$ cat src/design/dtfs_pkg.sv
// Shared constants, codes and control structs of the text field splitter.
package dtfs_pkg;

    localparam int BYTE_W   = 8;
    localparam int KIND_W   = 2;
    localparam int COL_W    = 5;
    localparam int CCNT_W   = 6;
    localparam int STAT_W   = 2;
    localparam int LINE_W   = 21;
    localparam int CFG_IDX_W = 2;
    localparam int CFG_DATA_W = 21;

    localparam logic [CCNT_W-1:0] MAX_COLUMNS  = 6'd32;
    localparam logic [CCNT_W-1:0] MIN_COLUMNS  = 6'd2;
    localparam logic [CCNT_W-1:0] COL_SAT      = 6'h3F;
    localparam logic [LINE_W-1:0] LINE_SAT     = 21'h1FFFFF;
    localparam logic [LINE_W-1:0] LINE_NUM_MAX = 21'd1048576;

    // result kinds
    localparam logic [KIND_W-1:0] KIND_FIELD_BYTE = 2'd0;
    localparam logic [KIND_W-1:0] KIND_FIELD_END  = 2'd1;
    localparam logic [KIND_W-1:0] KIND_NULL_COL   = 2'd2;
    localparam logic [KIND_W-1:0] KIND_LINE_END   = 2'd3;

    // line status codes
    localparam logic [STAT_W-1:0] STATUS_OK    = 2'd0;
    localparam logic [STAT_W-1:0] STATUS_SHORT = 2'd1;
    localparam logic [STAT_W-1:0] STATUS_LONG  = 2'd2;

    // register indexes
    localparam logic [CFG_IDX_W-1:0] REG_FIELD_DELIM  = 2'd0;
    localparam logic [CFG_IDX_W-1:0] REG_LINE_DELIM   = 2'd1;
    localparam logic [CFG_IDX_W-1:0] REG_LINE_COLUMNS = 2'd2;
    localparam logic [CFG_IDX_W-1:0] REG_MAX_LINES    = 2'd3;

    localparam logic [BYTE_W-1:0] FIELD_DELIM_RST  = 8'd9;
    localparam logic [BYTE_W-1:0] LINE_DELIM_RST   = 8'd10;
    localparam logic [LINE_W-1:0] MAX_LINES_RST    = 21'd1048576;

    // controller -> datapath
    typedef struct packed {
        logic              out_load;
        logic [KIND_W-1:0] kind;
        logic              last;
        logic              col_inc;
        logic              line_start;
        logic              line_done;
    } dtfs_cmd_t;

    // datapath -> controller
    typedef struct packed {
        logic is_field;
        logic is_line;
        logic col_lt;
        logic out_free;
    } dtfs_stat_t;

endpackage

$ cat src/design/dtfs_ctrl.sv
// Controller: sequences field, null and line-end results per input byte.
module dtfs_ctrl (
    input  logic                aclk,
    input  logic                aresetn,
    input  logic                s_valid,
    output logic                s_ready,
    input  dtfs_pkg::dtfs_stat_t stat,
    output dtfs_pkg::dtfs_cmd_t  cmd
);
    import dtfs_pkg::*;

    localparam logic ST_IDLE = 1'b0;
    localparam logic ST_BUSY = 1'b1;

    logic state_reg;
    logic state_next;
    logic accept;

    assign s_ready = (state_reg == ST_IDLE) && stat.out_free;
    assign accept  = s_valid && s_ready;

    always_comb begin
        state_next     = state_reg;
        cmd            = '0;
        cmd.kind       = KIND_FIELD_BYTE;
        case (state_reg)
            ST_IDLE: begin
                if (accept) begin
                    if (!stat.is_field) begin
                        cmd.out_load = stat.col_lt;
                        cmd.kind     = KIND_FIELD_BYTE;
                        cmd.last     = 1'b1;
                    end else begin
                        cmd.col_inc  = 1'b1;
                        cmd.out_load = stat.col_lt;
                        cmd.kind     = KIND_FIELD_END;
                        cmd.last     = !stat.is_line;
                        if (stat.is_line) begin
                            cmd.line_start = 1'b1;
                            state_next     = ST_BUSY;
                        end
                    end
                end
            end
            ST_BUSY: begin
                if (stat.out_free) begin
                    cmd.out_load = 1'b1;
                    if (stat.col_lt) begin
                        cmd.kind    = KIND_NULL_COL;
                        cmd.col_inc = 1'b1;
                    end else begin
                        cmd.kind      = KIND_LINE_END;
                        cmd.last      = 1'b1;
                        cmd.line_done = 1'b1;
                        state_next    = ST_IDLE;
                    end
                end
            end
            default: state_next = ST_IDLE;
        endcase
    end

    always_ff @(posedge aclk) begin
        if (!aresetn) begin
            state_reg <= ST_IDLE;
        end else begin
            state_reg <= state_next;
        end
    end

endmodule

$ cat src/design/dtfs_dp.sv
// Datapath: config registers, column and line counters, result register.
module dtfs_dp (
    input  logic                                 aclk,
    input  logic                                 aresetn,
    input  logic                                 cfg_we,
    input  logic [dtfs_pkg::CFG_IDX_W-1:0]       cfg_index,
    input  logic [dtfs_pkg::CFG_DATA_W-1:0]      cfg_data,
    input  logic [dtfs_pkg::BYTE_W-1:0]          s_text_byte,
    input  dtfs_pkg::dtfs_cmd_t                  cmd,
    output dtfs_pkg::dtfs_stat_t                 stat,
    input  logic                                 m_ready,
    output logic                                 m_valid,
    output logic [dtfs_pkg::KIND_W-1:0]          m_kind,
    output logic [dtfs_pkg::COL_W-1:0]           m_column,
    output logic [dtfs_pkg::BYTE_W-1:0]          m_data_byte,
    output logic [dtfs_pkg::STAT_W-1:0]          m_line_status,
    output logic                                 m_too_many_lines,
    output logic [dtfs_pkg::LINE_W-1:0]          m_line_number,
    output logic                                 m_last
);
    import dtfs_pkg::*;

    logic [BYTE_W-1:0] field_delim_reg;
    logic [BYTE_W-1:0] line_delim_reg;
    logic [CCNT_W-1:0] line_columns_reg;
    logic [LINE_W-1:0] max_lines_reg;

    logic [CCNT_W-1:0] col_cnt_reg;
    logic [CCNT_W-1:0] col_cnt_next;
    logic [LINE_W-1:0] line_cnt_reg;
    logic [LINE_W-1:0] line_cnt_next;
    logic [STAT_W-1:0] lstat_reg;
    logic              zero_reg;
    logic              out_valid_reg;

    logic [KIND_W-1:0] kind_reg;
    logic [COL_W-1:0]  column_reg;
    logic [BYTE_W-1:0] data_reg;
    logic [STAT_W-1:0] status_reg;
    logic              flag_reg;
    logic [LINE_W-1:0] lnum_reg;
    logic              last_reg;

    logic [CCNT_W-1:0] eff_cols;
    logic [COL_W-1:0]  data_cols;
    logic [CCNT_W-1:0] col_inc_val;
    logic [LINE_W-1:0] line_inc_val;
    logic              is_zero;
    logic              flag_now;
    logic              flag_end;
    logic              is_end;

    // clamp column register to [2, MAX_COLUMNS]
    always_comb begin
        if (line_columns_reg < MIN_COLUMNS) begin
            eff_cols = MIN_COLUMNS;
        end else if (line_columns_reg > MAX_COLUMNS) begin
            eff_cols = MAX_COLUMNS;
        end else begin
            eff_cols = line_columns_reg;
        end
    end
    assign data_cols = COL_W'(eff_cols - 6'd1);

    assign col_inc_val  = (col_cnt_reg == COL_SAT) ? col_cnt_reg : col_cnt_reg + 6'd1;
    assign line_inc_val = (line_cnt_reg == LINE_SAT) ? line_cnt_reg : line_cnt_reg + 21'd1;

    assign is_zero       = (s_text_byte == '0);
    assign stat.is_line  = is_zero || (s_text_byte == line_delim_reg);
    assign stat.is_field = stat.is_line || (s_text_byte == field_delim_reg);
    assign stat.col_lt   = col_cnt_reg < {1'b0, data_cols};
    assign stat.out_free = !out_valid_reg || m_ready;

    assign flag_now = line_cnt_reg > max_lines_reg;
    // line_count + 1 > max_lines
    assign flag_end = line_cnt_reg >= max_lines_reg;
    assign is_end   = (cmd.kind == KIND_LINE_END);

    always_comb begin
        col_cnt_next  = col_cnt_reg;
        line_cnt_next = line_cnt_reg;
        if (cmd.col_inc) begin
            col_cnt_next = col_inc_val;
        end
        if (cmd.line_done) begin
            col_cnt_next  = '0;
            line_cnt_next = zero_reg ? '0 : line_inc_val;
        end
    end

    always_ff @(posedge aclk) begin
        if (!aresetn) begin
            field_delim_reg  <= FIELD_DELIM_RST;
            line_delim_reg   <= LINE_DELIM_RST;
            line_columns_reg <= MAX_COLUMNS;
            max_lines_reg    <= MAX_LINES_RST;
            col_cnt_reg      <= '0;
            line_cnt_reg     <= '0;
            out_valid_reg    <= 1'b0;
        end else begin
            if (cfg_we) begin
                case (cfg_index)
                    REG_FIELD_DELIM:  field_delim_reg  <= cfg_data[BYTE_W-1:0];
                    REG_LINE_DELIM:   line_delim_reg   <= cfg_data[BYTE_W-1:0];
                    REG_LINE_COLUMNS: line_columns_reg <= cfg_data[CCNT_W-1:0];
                    REG_MAX_LINES:    max_lines_reg    <= cfg_data[LINE_W-1:0];
                    default: ;
                endcase
            end
            col_cnt_reg  <= col_cnt_next;
            line_cnt_reg <= line_cnt_next;
            if (cmd.out_load) begin
                out_valid_reg <= 1'b1;
            end else if (m_ready) begin
                out_valid_reg <= 1'b0;
            end
        end
    end

    // line bookkeeping captured with the delimiter byte
    always_ff @(posedge aclk) begin
        if (cmd.line_start) begin
            zero_reg <= is_zero;
            if (col_inc_val < {1'b0, data_cols}) begin
                lstat_reg <= STATUS_SHORT;
            end else if (col_inc_val == {1'b0, data_cols}) begin
                lstat_reg <= STATUS_OK;
            end else begin
                lstat_reg <= STATUS_LONG;
            end
        end
    end

    // result register
    always_ff @(posedge aclk) begin
        if (cmd.out_load) begin
            kind_reg   <= cmd.kind;
            column_reg <= is_end ? data_cols : col_cnt_reg[COL_W-1:0];
            data_reg   <= (cmd.kind == KIND_FIELD_BYTE) ? s_text_byte : '0;
            status_reg <= is_end ? lstat_reg : STATUS_OK;
            flag_reg   <= is_end ? flag_end : flag_now;
            lnum_reg   <= (line_cnt_reg > LINE_NUM_MAX) ? LINE_NUM_MAX : line_cnt_reg;
            last_reg   <= cmd.last;
        end
    end

    assign m_valid          = out_valid_reg;
    assign m_kind           = kind_reg;
    assign m_column         = column_reg;
    assign m_data_byte      = data_reg;
    assign m_line_status    = status_reg;
    assign m_too_many_lines = flag_reg;
    assign m_line_number    = lnum_reg;
    assign m_last           = last_reg;

endmodule

$ cat src/design/delimited_text_field_splitter.sv
// Top level: delimited text splitter, byte stream in, tagged field results out.
// A byte's first result, if any, is loaded into the output register when the byte is taken.
// Throughput: one cycle per plain or field-delimiter byte while the output register is free;
// a line delimiter holds off input while the controller emits nulls and the line end serially.
// Reset (aresetn low, synchronous): counters cleared, registers to defaults, output empty.
module delimited_text_field_splitter (
    input  logic                                 aclk,
    input  logic                                 aresetn,
    // configuration write channel
    input  logic                                 cfg_valid,
    output logic                                 cfg_ready,
    input  logic [dtfs_pkg::CFG_IDX_W-1:0]       cfg_index,
    input  logic [dtfs_pkg::CFG_DATA_W-1:0]      cfg_data,
    // input byte channel
    input  logic                                 s_valid,
    output logic                                 s_ready,
    input  logic [dtfs_pkg::BYTE_W-1:0]          s_text_byte,
    // result channel
    output logic                                 m_valid,
    input  logic                                 m_ready,
    output logic [dtfs_pkg::KIND_W-1:0]          m_kind,
    output logic [dtfs_pkg::COL_W-1:0]           m_column,
    output logic [dtfs_pkg::BYTE_W-1:0]          m_data_byte,
    output logic [dtfs_pkg::STAT_W-1:0]          m_line_status,
    output logic                                 m_too_many_lines,
    output logic [dtfs_pkg::LINE_W-1:0]          m_line_number,
    output logic                                 m_last
);
    import dtfs_pkg::*;

    dtfs_cmd_t  cmd;
    dtfs_stat_t stat;

    // The user must issue config writes only while idle; the block does not enforce this and always takes them.
    assign cfg_ready = 1'b1;

    // Controller: IDLE takes a byte whenever the output register is free or
    // being drained this cycle; a line delimiter or zero byte moves it to BUSY, where it
    // pads missing columns with nulls and then issues the line-end transaction.
    dtfs_ctrl u_ctrl (
        .aclk    (aclk),
        .aresetn (aresetn),
        .s_valid (s_valid),
        .s_ready (s_ready),
        .stat    (stat),
        .cmd     (cmd)
    );

    // Datapath: delimiter compare, column/line counters (saturating), line
    // status capture, and the single output register that decouples the
    // result side from the input side.
    dtfs_dp u_dp (
        .aclk             (aclk),
        .aresetn          (aresetn),
        .cfg_we           (cfg_valid && cfg_ready),
        .cfg_index        (cfg_index),
        .cfg_data         (cfg_data),
        .s_text_byte      (s_text_byte),
        .cmd              (cmd),
        .stat             (stat),
        .m_ready          (m_ready),
        .m_valid          (m_valid),
        .m_kind           (m_kind),
        .m_column         (m_column),
        .m_data_byte      (m_data_byte),
        .m_line_status    (m_line_status),
        .m_too_many_lines (m_too_many_lines),
        .m_line_number    (m_line_number),
        .m_last           (m_last)
    );

endmodule

$ cat config.mk
export PLATFORM = sky130hd
export DESIGN_NAME = delimited_text_field_splitter
export DESIGN_NICKNAME = d
export VERILOG_FILES = /design/src/design/dtfs_pkg.sv /design/src/design/dtfs_ctrl.sv /design/src/design/dtfs_dp.sv /design/src/design/delimited_text_field_splitter.sv
export SDC_FILE = /design/constraint.sdc
export NUM_CORES = 1
export LEC_CHECK = 0
export BUFFER_PORTS_ARGS = -buffer_cell sky130_fd_sc_hd__buf_4
export CORE_ASPECT_RATIO = 1.75
export CORE_UTILIZATION = 60
export DETAILED_ROUTE_END_ITERATION = 8
export PLACE_DENSITY = 0.89
export SYNTH_ARGS = -nofsm -noshare
export SYNTH_HDL_FRONTEND = slang
export SYNTH_SLANG_ARGS = --single-unit
$ cat constraint.sdc
create_clock -name aclk -period 15.5 [get_ports aclk]
set_input_delay 0.775 -clock aclk [delete_from_list [all_inputs] [get_ports aclk]]
set_output_delay 0.775 -clock aclk [all_outputs]
set_load 0.02 [all_outputs]
==> metrics.csv <==
stage,metric,value,unit
placed_design,Routability Congestion,0.948,
clocking,# H-tree levels,4,
synthesis,Synth cell types,54,
clocking,clock sinks,115,
grt,GR Overflow Total,0,
setup_path,Critical Path RT,15.78,ns
power_and_ir_drop,Peak VDD IR,105,uV
timing,Final Hold Vio Count,0,
setup_path,Worst path depth,13,
die,row count,47,
die,num ports,79,
finish,Antenna diodes,0,
die,total core area,9410,um2
clocking,worst-case clock buffer depth,2,
setup_path,crit path max fanout,28,
timing,post-route setup TNS,0,ns
grt,largest net degree at the start of global routing,57,
route,Post-route DRC,0,
synthesis,Cells after Synth,589,
synthesis,sequential share of the synthesized area,47.4,%
synthesis,synthesized area per cell,9.78,um2
placed_design,half-perimeter wire length after placement,10200,um
setup_path,slowest library cell on the worst path,o22ai_4,
grt,first-pass GRT wire length,23600,um
setup_path,Worst Path Buf+Inv,1,
timing,Worst-Margin Slew,1.02,ns
grt,initial antenna violation count,0,
finish,layout cells sized above 1,17.3,%
timing,Final Slew Violations,0,
finish,fill cell count,633,
finish,"commonest non-fill, non-tap cell in the layout",buf_4,
power_and_ir_drop,leak pwr,0.00296,uW
clocking,"Hold-fix buffers, CTS",0,
timing,final setup skew,0.00730,ns
setup_path,worst path arrival time,4.38,ns
timing,RSZ-0062 raised after global routing,false,
route,routed vias/inst,5.92,
power_and_ir_drop,pwr/cell area,115,nW/um2
clocking,Worst-path clk slew,0.05,ns
timing,Slew headroom,31.5,%
placed_design,pre-CTS setup slack,11.55,ns
timing,clock period minus worst slack,4.10,ns
die,die extent in y,132,um
min_path,Hold Path Class,reg2reg,
finish,Area Overhead vs Synth,22.9,%
synthesis,Post-synth EDFFs,43,
synthesis,post-synth net total,655,
die,total die area,10000,um2
route,DR vias,4721,
grt,vias in the first global route,4916,
setup_path,R2R Setup Slk,11.40,ns
timing,fin crit share,26.5,%
setup_path,CP Launch Type,flop,
route,DR iter-0 viols,352,
clocking,TritonCTS clock tree,yes,
setup_path,crit-path max cell delay,0.64,ns
setup_path,Crit Path Category,reg2reg,
clocking,"Clk Latency, worst-skew pair",0.42,ns
synthesis,Yosys reg bits,115,
setup_path,crit path capture type,flop,
setup_path,CP most frequent cell,ha_1,
die,Die W,76.1,um
finish,nets,729,
timing,Peak Freq,244,MHz
finish,"commonest cells after routing, fill and taps aside","80 x buf_4, 77 x nand2_1, 72 x dfxtp_1",
timing,# setup viols final,0,
synthesis,Synth warnings,0,
placed_design,I/O Buffers,77,
route,"antenna viol nets, final",0,
min_path,Min-Delay Path Depth,2,
route,drt total wl,14700,um
timing,final setup margin,11.40,ns
route,drt pass-1 iters,5,
flow_run,number of max-cap violations,0,
setup_path,Crit path max-delay family,compound AO/OA/AOI/OAI gates,
setup_path,crit path cell chain,"nor4_1, nor3b_1, inv_1, ha_1, xnor2_1, ha_1, o21ai_0, nand2b_1, o221ai_2, o22ai_4, nand2_1, o21ai_4, nor2_1",
die,initial core utilization,61.2,%
clocking,Clock Root Buffer,clkbuf_16,
synthesis,Mapped Area,5760,um2
synthesis,commonest register cell after synthesis,dfxtp_1,
setup_path,reg2reg path depth,13,
clocking,clock buffer count from CTS,17,
synthesis,share of synthesized flip-flops with an asynchronous set or reset,0,%
route,Wirelength per Cell,18.4,um
status,outcome,finished clean,
clocking,post-CTS sizing,0,
grt,total global-route track usage,30.7,%
clocking,postcts setup bufs,0,
==> worst register-to-register path: cells and delay by family (launching register included) <==
family | cells | cell delay [ns]
AOI/OAI and AO/OA | 4 | 1.41
and+or+nand+nor | 5 | 1.25
adders and majority gates | 2 | 0.55
DFF | 1 | 0.43
xor gates and xnor gates | 1 | 0.18
buffers and inverters | 1 | 0.16
==> where the power goes <==
part	internal, uW	leakage (uW)	switching [uW]
Sequential	323	0.00101	5.05
Combinational	25.1	0.00163	33.7
Clock	296	0.000319	134
==> area by class of cell <==
cell class	instances	area [um2]	area share [%]
Sequential cell	115	2730	38.6
Timing Repair Buffer	80	601	8.48
Multi-Input combinational cell	418	2820	39.8
Clock buffer	25	517	7.30
Tap cell	122	153	2.16
Clock inverter	7	141	2.00
Inverter	31	116	1.64
==> synth_stat cells (7+ instances only) <==
cell / n / area share [%]
nand3_1: 16 / 1.4
nand4_1: 17 / 1.8
clkbuf_1: 18 / 1.2
nor2_1: 32 / 2.1
o21ai_0: 17 / 1.5
edfxtp_1: 43 / 22
mux2i_1: 23 / 4.0
a21oi_1: 10 / 0.87
and2_1: 16 / 1.7
a21o_1: 8 / 1.0
ha_1: 30 / 6.5
xnor2_1: 15 / 2.3
nor2b_1: 32 / 3.5
nand2_1: 77 / 5.0
xor2_1: 22 / 3.3
a21boi_0: 23 / 3.0
nor4_1: 7 / 0.76
nor3_1: 7 / 0.61
inv_1: 31 / 2.0
and3_1: 12 / 1.3
dfxtp_1: 72 / 25
==> metrics by stage <==
stage                     power [uW]  instance area, um2  util [%]  hold slack (ns)  std cells
final                            816                7080      75.3            0.465        798
after global routing             837                7080      75.3            0.488        798
after CTS                        818                7080      75.3            0.465        798
after detailed placement         392                6420      68.3            0.458        766
after global placement           389                6420      68.3            0.452        766
after floorplan                  366                5760         -            0.443        589
==> cell families (layout without fill, tap and decap cells) <==
kind of cell | Yosys count | in the layout | synth area share [%]
and+or+nand+nor | 239 | 239 | 21.3
DFF | 115 | 115 | 47.4
AOI/OAI and AO/OA | 86 | 86 | 10.9
buffers and inverters | 56 | 143 | 3.82
xor gates and xnor gates | 37 | 37 | 5.62
adders and majority gates | 31 | 31 | 6.69
muxes | 24 | 24 | 4.19
other | 1 | 1 | 0.0651
==> routing by layer <==
| metal | routed length, um | vias to the layer above | global-route usage [%] | part of all wire (%) |
|---|---|---|---|---|
| met3 | 555 | 55 | 6.18 | 3.8 |
| met2 | 8220 | 175 | 58.4 | 56 |
| met5 | 0 | - | 0 | 0 |
| met1 | 5190 | 2284 | 28.9 | 35 |
| li1 | - | 2207 | - | - |
| met4 | 722 | 0 | 19.9 | 4.9 |
==> worst paths after layout <==
path	start	endpoint
hold reg to reg	u_dp.max_lines_reg[2]$_SDFFE_PN0P_	u_dp.max_lines_reg[2]$_SDFFE_PN0P_
hold / removal	u_dp.max_lines_reg[2]$_SDFFE_PN0P_	u_dp.max_lines_reg[2]$_SDFFE_PN0P_
setup reg to reg	u_dp.line_columns_reg[2]$_SDFFE_PN0P_	u_dp.line_cnt_reg[14]$_SDFFE_PN0P_
setup / recovery	u_dp.line_columns_reg[2]$_SDFFE_PN0P_	u_dp.line_cnt_reg[14]$_SDFFE_PN0P_
No activity file was read; power rests on OpenSTA's default activity.
